File: src/hw/rtl/stq_pkg.sv
`default_nettype none
// ----------------------------------------------------------------------------
// stq_pkg
// Shared constants for the sorted timer queue.
// ----------------------------------------------------------------------------
package stq_pkg;
  localparam int NumTimersDef = 16;
  localparam int TickBitsDef  = 32;
  localparam int ItemBits     = 71;
  localparam int OutBits      = 40;

  localparam logic [1:0] FUNC_START    = 2'd0;
  localparam logic [1:0] FUNC_DELETE   = 2'd1;
  localparam logic [1:0] FUNC_ANNOUNCE = 2'd2;

  localparam logic KIND_EXPIRED = 1'b0;
  localparam logic KIND_STATUS  = 1'b1;
endpackage
`default_nettype wire

File: src/hw/rtl/stq_front.sv
`default_nettype none
// ----------------------------------------------------------------------------
// stq_front
// Accepts input transfers and holds them in a two-entry queue for the engine.
// ----------------------------------------------------------------------------
module stq_front
  import stq_pkg::*;
(
  input  wire logic                clk,
  input  wire logic                rst_n,
  input  wire logic                in_valid,
  output logic                     in_ready,
  input  wire logic [ItemBits-1:0] in_item,
  output logic                     q_valid,
  input  wire logic                q_ready,
  output logic [ItemBits-1:0]      q_item
);
  logic [ItemBits-1:0] mem_r [2];
  logic                wp_r, rp_r;
  logic [1:0]          cnt_r;
  logic                push, pop;

  assign in_ready = (cnt_r != 2'd2);
  assign q_valid  = (cnt_r != 2'd0);
  assign q_item   = mem_r[rp_r];
  assign push     = in_valid && in_ready;
  assign pop      = q_valid && q_ready;

  always_ff @(posedge clk) begin
    if (push) begin
      mem_r[wp_r] <= in_item;
    end
  end

  always_ff @(posedge clk) begin
    if (!rst_n) begin
      wp_r  <= 1'b0;
      rp_r  <= 1'b0;
      cnt_r <= 2'd0;
    end else begin
      if (push) begin
        wp_r <= ~wp_r;
      end
      if (pop) begin
        rp_r <= ~rp_r;
      end
      cnt_r <= cnt_r + {1'b0, push} - {1'b0, pop};
    end
  end
endmodule
`default_nettype wire

File: src/hw/rtl/stq_engine.sv
`default_nettype none
// ----------------------------------------------------------------------------
// stq_engine
// Carries out start, delete and announce on the ordered slot list.
// ----------------------------------------------------------------------------
module stq_engine
  import stq_pkg::*;
#(
  parameter int NUM_TIMERS = NumTimersDef
) (
  input  wire logic                clk,
  input  wire logic                rst_n,
  input  wire logic                q_valid,
  output logic                     q_ready,
  input  wire logic [ItemBits-1:0] q_item,
  output logic                     out_valid,
  input  wire logic                out_ready,
  output logic [OutBits-1:0]       out_data
);
  localparam int TICK_BITS = TickBitsDef;
  localparam int IW = (NUM_TIMERS > 1) ? $clog2(NUM_TIMERS) : 1;
  localparam int CW = $clog2(NUM_TIMERS + 1);
  localparam logic [TICK_BITS-1:0] NO_TIMER_TICKS = {TICK_BITS{1'b1}};

  localparam logic [3:0] ST_IDLE   = 4'd0;
  localparam logic [3:0] ST_DISP   = 4'd1;
  localparam logic [3:0] ST_REMOVE = 4'd2;
  localparam logic [3:0] ST_FIND   = 4'd3;
  localparam logic [3:0] ST_INSERT = 4'd4;
  localparam logic [3:0] ST_FLUSH  = 4'd5;
  localparam logic [3:0] ST_RESTRT = 4'd6;
  localparam logic [3:0] ST_EXPIRE = 4'd7;
  localparam logic [3:0] ST_EMIT   = 4'd8;
  localparam logic [3:0] ST_STATUS = 4'd9;

  localparam logic [1:0] RET_DISP  = 2'd0;
  localparam logic [1:0] RET_FLUSH = 2'd1;
  localparam logic [1:0] RET_EXP   = 2'd2;

  logic [3:0]           st_r;
  logic [NUM_TIMERS-1:0] act_r, era_r, per_r;
  logic [TICK_BITS-1:0] tmo_r [NUM_TIMERS];
  logic [TICK_BITS-1:0] prd_r [NUM_TIMERS];
  logic [IW-1:0]        ord_r [NUM_TIMERS];
  logic [IW-1:0]        fl_r  [NUM_TIMERS];
  logic [CW-1:0]        cnt_r, nf_r, fi_r, ri_r, pos_r, n_r;
  logic                 wrap_r;
  logic [TICK_BITS-1:0] prev_r, cur_r, ntmo_r;
  logic [1:0]           func_r, ret_r;
  logic [IW-1:0]        sid_r;
  logic                 nera_r, idok_r, hit_r;
  logic                 ov_r;
  logic [OutBits-1:0]   od_r;

  logic [3:0]            tid;
  logic [IW-1:0]         head;
  logic                  cur_empty;
  logic [TICK_BITS-1:0]  p_eff, sum;
  logic [TICK_BITS-1:0]  htmo;
  logic [TICK_BITS-1:0]  nt;
  logic [IW-1:0]         ordk;
  logic                  kgt;

  assign tid       = q_item[5:2];
  assign head      = ord_r[0];
  assign cur_empty = (cnt_r == '0) || era_r[head];
  assign htmo      = tmo_r[head];
  assign p_eff     = (prd_r[sid_r] == '0) ? {{(TICK_BITS-1){1'b0}}, 1'b1} : prd_r[sid_r];
  assign sum       = cur_r + p_eff;
  assign ordk      = ord_r[pos_r[IW-1:0]];
  assign kgt       = (era_r[ordk] != nera_r) ? era_r[ordk] : (tmo_r[ordk] > ntmo_r);
  assign q_ready   = (st_r == ST_IDLE);
  assign out_valid = ov_r;
  assign out_data  = od_r;

  always_comb begin
    if (cnt_r == '0 || (cur_empty && !wrap_r)) begin
      nt = NO_TIMER_TICKS;
    end else if (htmo <= cur_r) begin
      nt = wrap_r ? (htmo - cur_r) : '0;
    end else begin
      nt = htmo - cur_r;
    end
  end

  always_ff @(posedge clk) begin
    if (!rst_n) begin
      st_r   <= ST_IDLE;
      act_r  <= '0;
      era_r  <= '0;
      cnt_r  <= '0;
      wrap_r <= 1'b0;
      prev_r <= '0;
      ov_r   <= 1'b0;
    end else begin
      if (ov_r && out_ready) begin
        ov_r <= 1'b0;
      end
      case (st_r)
        ST_IDLE: begin
          if (q_valid) begin
            func_r <= q_item[1:0];
            idok_r <= ({28'd0, tid} < NUM_TIMERS);
            sid_r  <= IW'(tid);
            cur_r  <= q_item[70:39];
            n_r    <= '0;
            if (q_item[1:0] == FUNC_START && {28'd0, tid} < NUM_TIMERS) begin
              prd_r[IW'(tid)] <= q_item[37:6];
              per_r[IW'(tid)] <= q_item[38];
            end
            st_r <= ST_DISP;
          end
        end
        ST_DISP: begin
          ret_r <= RET_DISP;
          if (func_r == FUNC_START && idok_r) begin
            pos_r <= '0;
            hit_r <= 1'b0;
            st_r  <= ST_REMOVE;
          end else if (func_r == FUNC_DELETE && idok_r) begin
            pos_r <= '0;
            hit_r <= 1'b0;
            st_r  <= ST_REMOVE;
          end else if (func_r == FUNC_ANNOUNCE) begin
            nf_r <= '0;
            st_r <= (cur_r < prev_r) ? ST_FLUSH : ST_EXPIRE;
          end else begin
            st_r <= ST_STATUS;
          end
        end
        ST_REMOVE: begin
          // Walks the list, shifting entries after sid_r down by one.
          if (!act_r[sid_r] || pos_r >= cnt_r) begin
            if (act_r[sid_r]) begin
              cnt_r <= cnt_r - 1'b1;
            end
            act_r[sid_r] <= 1'b0;
            era_r[sid_r] <= 1'b0;
            if (func_r == FUNC_DELETE) begin
              st_r <= ST_STATUS;
            end else begin
              ntmo_r <= sum;
              nera_r <= (sum < cur_r);
              pos_r  <= '0;
              st_r   <= ST_FIND;
            end
          end else begin
            if (hit_r || ordk == sid_r) begin
              hit_r <= 1'b1;
              if (pos_r + 1'b1 < cnt_r) begin
                ord_r[pos_r[IW-1:0]] <= ord_r[pos_r[IW-1:0] + 1'b1];
              end
            end
            pos_r <= pos_r + 1'b1;
          end
        end
        ST_FIND: begin
          if (pos_r < cnt_r && !kgt) begin
            pos_r <= pos_r + 1'b1;
          end else if (cnt_r >= CW'(NUM_TIMERS)) begin
            st_r <= ST_STATUS;
          end else begin
            fi_r  <= cnt_r;
            st_r  <= ST_INSERT;
          end
        end
        ST_INSERT: begin
          if (fi_r > pos_r) begin
            ord_r[fi_r[IW-1:0]] <= ord_r[fi_r[IW-1:0] - 1'b1];
            fi_r <= fi_r - 1'b1;
          end else begin
            ord_r[pos_r[IW-1:0]] <= sid_r;
            cnt_r         <= cnt_r + 1'b1;
            act_r[sid_r]  <= 1'b1;
            era_r[sid_r]  <= nera_r;
            tmo_r[sid_r]  <= ntmo_r;
            if (nera_r) begin
              wrap_r <= 1'b1;
            end
            case (ret_r)
              RET_FLUSH: st_r <= ST_RESTRT;
              RET_EXP:   st_r <= ST_EXPIRE;
              default:   st_r <= ST_STATUS;
            endcase
          end
        end
        ST_FLUSH: begin
          if (!ov_r) begin
            if (!cur_empty) begin
              ov_r <= 1'b1;
              od_r <= {1'b0, 32'd0, 4'(head), KIND_EXPIRED, 2'b00};
              n_r  <= n_r + 1'b1;
              if (per_r[head]) begin
                fl_r[nf_r[IW-1:0]] <= head;
                nf_r <= nf_r + 1'b1;
              end
              act_r[head] <= 1'b0;
              era_r[head] <= 1'b0;
              for (int i = 0; i < NUM_TIMERS - 1; i++) begin
                ord_r[i] <= ord_r[i + 1];
              end
              cnt_r <= cnt_r - 1'b1;
            end else begin
              if (wrap_r) begin
                era_r  <= '0;
                wrap_r <= 1'b0;
              end
              ri_r <= '0;
              st_r <= ST_RESTRT;
            end
          end
        end
        ST_RESTRT: begin
          if (ri_r < nf_r) begin
            sid_r <= fl_r[ri_r[IW-1:0]];
            ri_r  <= ri_r + 1'b1;
            ret_r <= RET_FLUSH;
            st_r  <= ST_EMIT;
          end else begin
            st_r <= ST_EXPIRE;
          end
        end
        ST_EMIT: begin
          // Restart sid_r: it is idle here, so go straight to the search.
          ntmo_r <= sum;
          nera_r <= (sum < cur_r);
          pos_r  <= '0;
          prev_r <= cur_r;
          st_r   <= ST_FIND;
        end
        ST_EXPIRE: begin
          if (!ov_r) begin
            if (!cur_empty && htmo <= cur_r && n_r < CW'(NUM_TIMERS)) begin
              ov_r <= 1'b1;
              od_r <= {1'b0, 32'd0, 4'(head), KIND_EXPIRED, 2'b00};
              n_r  <= n_r + 1'b1;
              act_r[head] <= 1'b0;
              era_r[head] <= 1'b0;
              for (int i = 0; i < NUM_TIMERS - 1; i++) begin
                ord_r[i] <= ord_r[i + 1];
              end
              cnt_r <= cnt_r - 1'b1;
              if (per_r[head]) begin
                sid_r <= head;
                ret_r <= RET_EXP;
                st_r  <= ST_EMIT;
              end
            end else begin
              prev_r <= cur_r;
              st_r   <= ST_STATUS;
            end
          end
        end
        ST_STATUS: begin
          if (func_r == FUNC_START && idok_r && ret_r == RET_DISP) begin
            prev_r <= cur_r;
          end
          if (func_r == FUNC_DELETE && idok_r && wrap_r && cur_empty) begin
            era_r  <= '0;
            wrap_r <= 1'b0;
          end else if (!ov_r) begin
            ov_r <= 1'b1;
            od_r <= {1'b1, 32'(nt), 4'd0, KIND_STATUS, 2'b00};
            st_r <= ST_IDLE;
          end
        end
        default: st_r <= ST_IDLE;
      endcase
    end
  end
endmodule
`default_nettype wire

File: src/hw/rtl/sorted_timer_queue_with_wrap.sv
`default_nettype none
// ----------------------------------------------------------------------------
// sorted_timer_queue_with_wrap
// Timer slots kept in expiry order, with tick wrap handling.
// ----------------------------------------------------------------------------
// Channel  Direction  tdata fields (low bit first)
// in_      slave      func, timer_id, period, periodic, now_tick
// out_     master     kind, expired_id, next_ticks; tlast marks the status
// The ordered list is walked one entry per cycle. A start walks it to remove
// the slot and again to find its place; a delete walks it to remove the slot.
// An announce emits each expiry as its own result, and each periodic
// restart adds a search of the list.
// Each result waits in one output register while out_tready is low, which
// stalls the engine; a two-entry queue takes new transfers meanwhile.
// Reset is synchronous and needs no clearing pass.
module sorted_timer_queue_with_wrap
  import stq_pkg::*;
#(
  parameter int NUM_TIMERS = NumTimersDef
) (
  input  wire logic        clk,
  input  wire logic        rst_n,
  input  wire logic        in_tvalid,
  output logic             in_tready,
  input  wire logic [71:0] in_tdata,  // func, timer_id, period, periodic, now_tick
  output logic             out_tvalid,
  input  wire logic        out_tready,
  output logic [39:0]      out_tdata, // kind, expired_id, next_ticks
  output logic             out_tlast
);
  logic                q_valid, q_ready;
  logic [ItemBits-1:0] q_item;
  logic [OutBits-1:0]  od;

  stq_front u_front (
    .clk(clk), .rst_n(rst_n), .in_valid(in_tvalid), .in_ready(in_tready),
    .in_item(in_tdata[ItemBits-1:0]), .q_valid(q_valid), .q_ready(q_ready),
    .q_item(q_item)
  );

  stq_engine #(.NUM_TIMERS(NUM_TIMERS)) u_engine (
    .clk(clk), .rst_n(rst_n), .q_valid(q_valid), .q_ready(q_ready),
    .q_item(q_item), .out_valid(out_tvalid), .out_ready(out_tready),
    .out_data(od)
  );

  assign out_tdata = {3'd0, od[38:2]};
  assign out_tlast = od[39] & ~od[1] & ~od[0] | od[39] & (od[1] | od[0]);
endmodule
`default_nettype wire
File: config.mk
export PLATFORM = sky130hd
export DESIGN_NAME = sorted_timer_queue_with_wrap
export DESIGN_NICKNAME = d
export VERILOG_FILES = /design/src/hw/rtl/stq_pkg.sv /design/src/hw/rtl/stq_front.sv /design/src/hw/rtl/stq_engine.sv /design/src/hw/rtl/sorted_timer_queue_with_wrap.sv
export SDC_FILE = /design/constraint.sdc
export NUM_CORES = 2
export LEC_CHECK = 0
export BUFFER_PORTS_ARGS = -buffer_cell sky130_fd_sc_hd__buf_2
export CAP_MARGIN = 20
export CORE_ASPECT_RATIO = 0.75
export CORE_UTILIZATION = 55
export DETAILED_ROUTE_END_ITERATION = 10
export MAX_ROUTING_LAYER = met4
export PLACE_DENSITY_LB_ADDON = 0.05
export SYNTH_ARGS = -nofsm -noshare
export SYNTH_HDL_FRONTEND = slang
export SYNTH_HIERARCHICAL = 1
export SYNTH_SLANG_ARGS = --single-unit
File: constraint.sdc
create_clock -name clk -period 19.2 [get_ports clk]
set_input_delay 0.96 -clock clk [delete_from_list [all_inputs] [get_ports clk]]
set_output_delay 0.96 -clock clk [all_outputs]
set_load 0.01 [all_outputs]
Yosys cells after proc, flatten, opt, wreduce, memory -nomap -nowiden
Memory sizes are Yosys's and may differ from the RTL's. A register that Yosys moved wholly into a read port is not among the register bits.
Index checks and enable logic that the tools add are counted.

word-level totals
  bits in registers = 234
  RAM bits = 1294
  bits of input ports = 76
  memories = 5

cells by class
  add/sub/neg operators = 13
  magnitude comparators = 18
  eq/ne operators = 48
  mux-type cells = 203
  bitwise operators = 32
  reduce and logical (&&, ||, !) cells = 62

memories
  memory          words  bits a word  read ports  clocked after memory_dff  write ports  line              source
  u_engine.prd_r  16     32           1           1                         1            stq_engine.sv:43  logic [TICK_BITS-1:0] prd_r [NUM_TIMERS];
  u_engine.tmo_r  16     32           2           0                         1            stq_engine.sv:42  logic [TICK_BITS-1:0] tmo_r [NUM_TIMERS];
  u_front.mem_r   2      71           1           1                         1            stq_front.sv:18   logic [ItemBits-1:0] mem_r [2];
  u_engine.fl_r   16     4            1           1                         1            stq_engine.sv:45  logic [IW-1:0] fl_r [NUM_TIMERS];
  u_engine.ord_r  16     4            19          1                         15           stq_engine.sv:44  logic [IW-1:0] ord_r [NUM_TIMERS];

operators with widths
  operator                                               count
  two-way mux 32 bit                                     9
  two-way mux 40 bit                                     6
  two-way mux 16 bit                                     14
  two-way mux 4 bit                                      45
  two-way mux 5 bit                                      29
  case mux 40 bit (3 select lines)                       1
  case mux 32 bit (3 select lines)                       1
  case mux 16 bit (5 select lines)                       1
  two-way mux 1 bit                                      67
  AND 16 bit                                             4
  < comparator 32 bit                                    2
  case mux 16 bit (4 select lines)                       1
  case mux 32 bit (2 select lines)                       1
  case mux 4 bit (10 select lines)                       1
  case mux 5 bit (4 select lines)                        2
  adder 32 bit                                           1
  bitwise mux 16 bit                                     2
  > comparator 32 bit                                    1
  less-or-equal comparator 32 bit                        1
  zero test 32 bit                                       1
  inverter 16 bit                                        2
  AND reduction 8 bit                                    4
  subtractor 32 bit                                      1
  inequality test 2 x 1 -> 1 bit, second input constant  15
  56 further kinds                                       164

Logic depth before layout (Yosys ltp)
An unclocked memory read counts as a cell.

  word-level depth = 15
  gate-level depth with buffers = 31
  gate-level depth less buffers = 29

Modules after synthesis
Netlist, hierarchy kept.

modules (own cells, without submodules)
  module                        instances  cells each  area each (µm²)  sequential area each (µm²)
  stq_engine                    1          4354        66699.0          40899.2
  stq_front                     1          245         5711.7           4364.2
  sorted_timer_queue_with_wrap  1          5           30.0             0.0

Least setup slack after synthesis
Ideal clock, no wire load.

  path kind = register to register
  start point = memory u_engine/ord_r[0][0] in the netlist's numbering
  end point = register u_engine.od_r[10], in the netlist u_engine/out_data[10] (enable)
  setup time = 537 ps
  arrival time = 8469 ps
  required time = 18663 ps
  setup slack = 10195 ps
  cell stages (with the launch flop) = 16
  path through = edfxtp_1 -> buf_6 -> buf_1 -> buf_1 -> mux4_2 -> mux4_2 -> ha_1 -> a21o_1 -> a21o_1 -> a211oi_1 -> nor4b_1 -> o21ai_0 -> a21oi_1 -> nor2_2 -> o21ai_0 -> nor4b_1

RTL lines
  what                    line               source
  start: declaration      stq_engine.sv:44
  end signal: assignment  stq_engine.sv:191  od_r <= {1'b0, 32'd0, 4'(head), KIND_EXPIRED, 2'b00};
  end signal: assignment  stq_engine.sv:235  od_r <= {1'b0, 32'd0, 4'(head), KIND_EXPIRED, 2'b00};
  end signal: assignment  stq_engine.sv:263  od_r <= {1'b1, 32'(nt), 4'd0, KIND_STATUS, 2'b00};
  end: declaration        stq_engine.sv:53   logic [OutBits-1:0] od_r;

==> metrics <==
outcome=finished, final reports clean; antenna violations before repair=1; Die Ht=316 µm; maximum vdd drop=0.139 mV; Placed Cells=6257; core area=130000 µm²; family with the most delay on the worst path=compound AO/OA/AOI/OAI gates; Switching Share=37.0%; Die Span X=421 µm; DRT Wirelength=188000 µm; Slew headroom=16.9%; Pint=7.63 mW; worst-skew pair later-pin latency=0.80 ns; vias in the first global route=41.3k; Finished Core Util=61.5%; IO Pins=119; Final Max Tran Viols=0; CTS clock-pin slew for the worst setup and hold paths=0.06 ns; antenna-violating nets left=0; max-cap violation count=0; power per cell area=152 nW/µm²; I/O Buffers=114; Initial Util=55.8%; vias post-DR=42.8k; Mean Syn Cell Area=15.7 µm²; slowest stage delay, CP=1.01 ns; hold crit path type=in -> reg; CP required=19.92 ns; hold_sp=in_tdata[11]; Buf/Inv on CP=2; Via density=6.54; Final Setup Violations=0; Final HPWL DP=113000 µm; commonest non-fill, non-tap cell in the layout=edfxtp_1; crit path max-delay cell type=o21ai_0; fin cells=6543; first-pass GRT wire length=276000 µm; largest net degree at the start of global routing=183; final worst setup slack=10.89 ns; WL per Instance=28.8 µm; most frequent cells in the layout=edfxtp_1 (1446), mux4_2 (407), a21oi_1 (252), a211oi_1 (238), mux2i_1 (199); Worst Skew=0.0359 ns; CTS sink cnt=1538; Gate power share=39.9%; CP Cell Sequence=mux4_2, mux4_4, buf_4, buf_12, nor2b_1, a211oi_1, a211oi_1, a21oi_1, a21oi_1, ha_1, and4_1, a21oi_1, nand2_1, a221oi_1, o21ai_0, o21ai_0, maj3_1, o211ai_1, o211ai_1, o221a_2; part of the power in registers=36.0%; die area=133000 µm²; fmax=120 MHz; share of cells above drive strength 1=20.4%; fin crit period=8.31 ns; worst reg-to-reg setup slack=10.89 ns; crit-path most repeated cell=a21oi_1; first-iteration detailed-routing DRC count=5021; all-layer global routing usage=29.3%; dpl ws=10.85 ns; number of CTS-inserted buffers=152; CTS Buffer Depth=3; clock power share=24.1%; CTS tree=done; Net Switching=4.48 mW; Post-CTS Resized=0; Worst EP arrival=9.03 ns; Worst Setup End Kind=flop; Hold Buf Count CTS=0; RSZ-0062 raised after global routing=false; Final Hold Vio Count=0; GRT overflow=0; CP Max Fanout=171; critical path class=reg -> reg; slew at the pin closest to its max-slew limit=1.23 ns; P_leak=27.3 nW; setup bufs post-CTS=0; row cnt=114; total of warnings raised by yosys=6; 1st-pass router iterations=7; Setup TNS=0 ns; nets=4945; P&R area growth vs syn=10.2%; clock root buffer=clkbuf_16; period utilization=43.3%; Post-Syn Instances=4601; Residual DRC=0; critical path launch point type=flop; Post-Syn Area=72400 µm²; Placer Congestion=0.926; H-tree levels=4
[registers in the layout, indices dropped and copies added, names as in the netlist, 37 cells and up, named ones only]
register           cells
u_engine/tmo_r       512
u_engine/prd_r       512
u_engine/ord_r        64
u_front/mem_r        142
u_engine/fl_r         64
u_engine/out_data     37
[through the flow]
stage               hold slack (ns)  area, µm²  total power [mW]
CTS                           0.293      79800              12.1
detailed placement            0.472      75000              9.18
floorplan                     0.455      72400              7.73
global placement              0.464      74900              9.12
finish                        0.348      79800              12.1
global route                  0.325      79800              12.7
[layout make-up]
class | instances | area, µm²
multi-input cells | 2626 | 25600
repair buffers | 203 | 1330
clock inverters | 68 | 611
diodes | 3 | 7.51
inverters | 153 | 574
flip-flops and latches | 1538 | 45300
fillers | 9558 | 50000
well taps | 1740 | 2180
clock buffers | 212 | 4210
[power groups by stage]
stage               sequential, mW  clock, mW  combinational (mW)
floorplan                     4.27          0                3.46
global placement              4.42          0                4.70
detailed placement            4.43          0                4.75
CTS                           4.36       2.97                4.77
global route                  4.38       3.10                5.21
finish                        4.36       2.92                4.83
[path summary, 6_finish.rpt]
| path | cells past startpoint | to |
|---|---|---|
| min | 1 | u_front/mem_r[1][11] |
| max | 20 | u_engine/st_r[1] |
| min reg2reg | 1 | u_engine/act_r[6] |
| max reg2reg | 20 | u_engine/st_r[1] |
[metal layers]
| metal | global-route usage (%) | vias up | share of wire, % |
|---|---|---|---|
| li1 | - | 18500 | - |
| met1 | 43.6 | 22000 | 45 |
| met2 | 42.4 | 1962 | 45 |
| met3 | 4.43 | 280 | 8.5 |
| met4 | 7.71 | 0 | 2.1 |
| met5 | - | - | 0 |
Note: power is estimated with default switching activity, not from simulation.
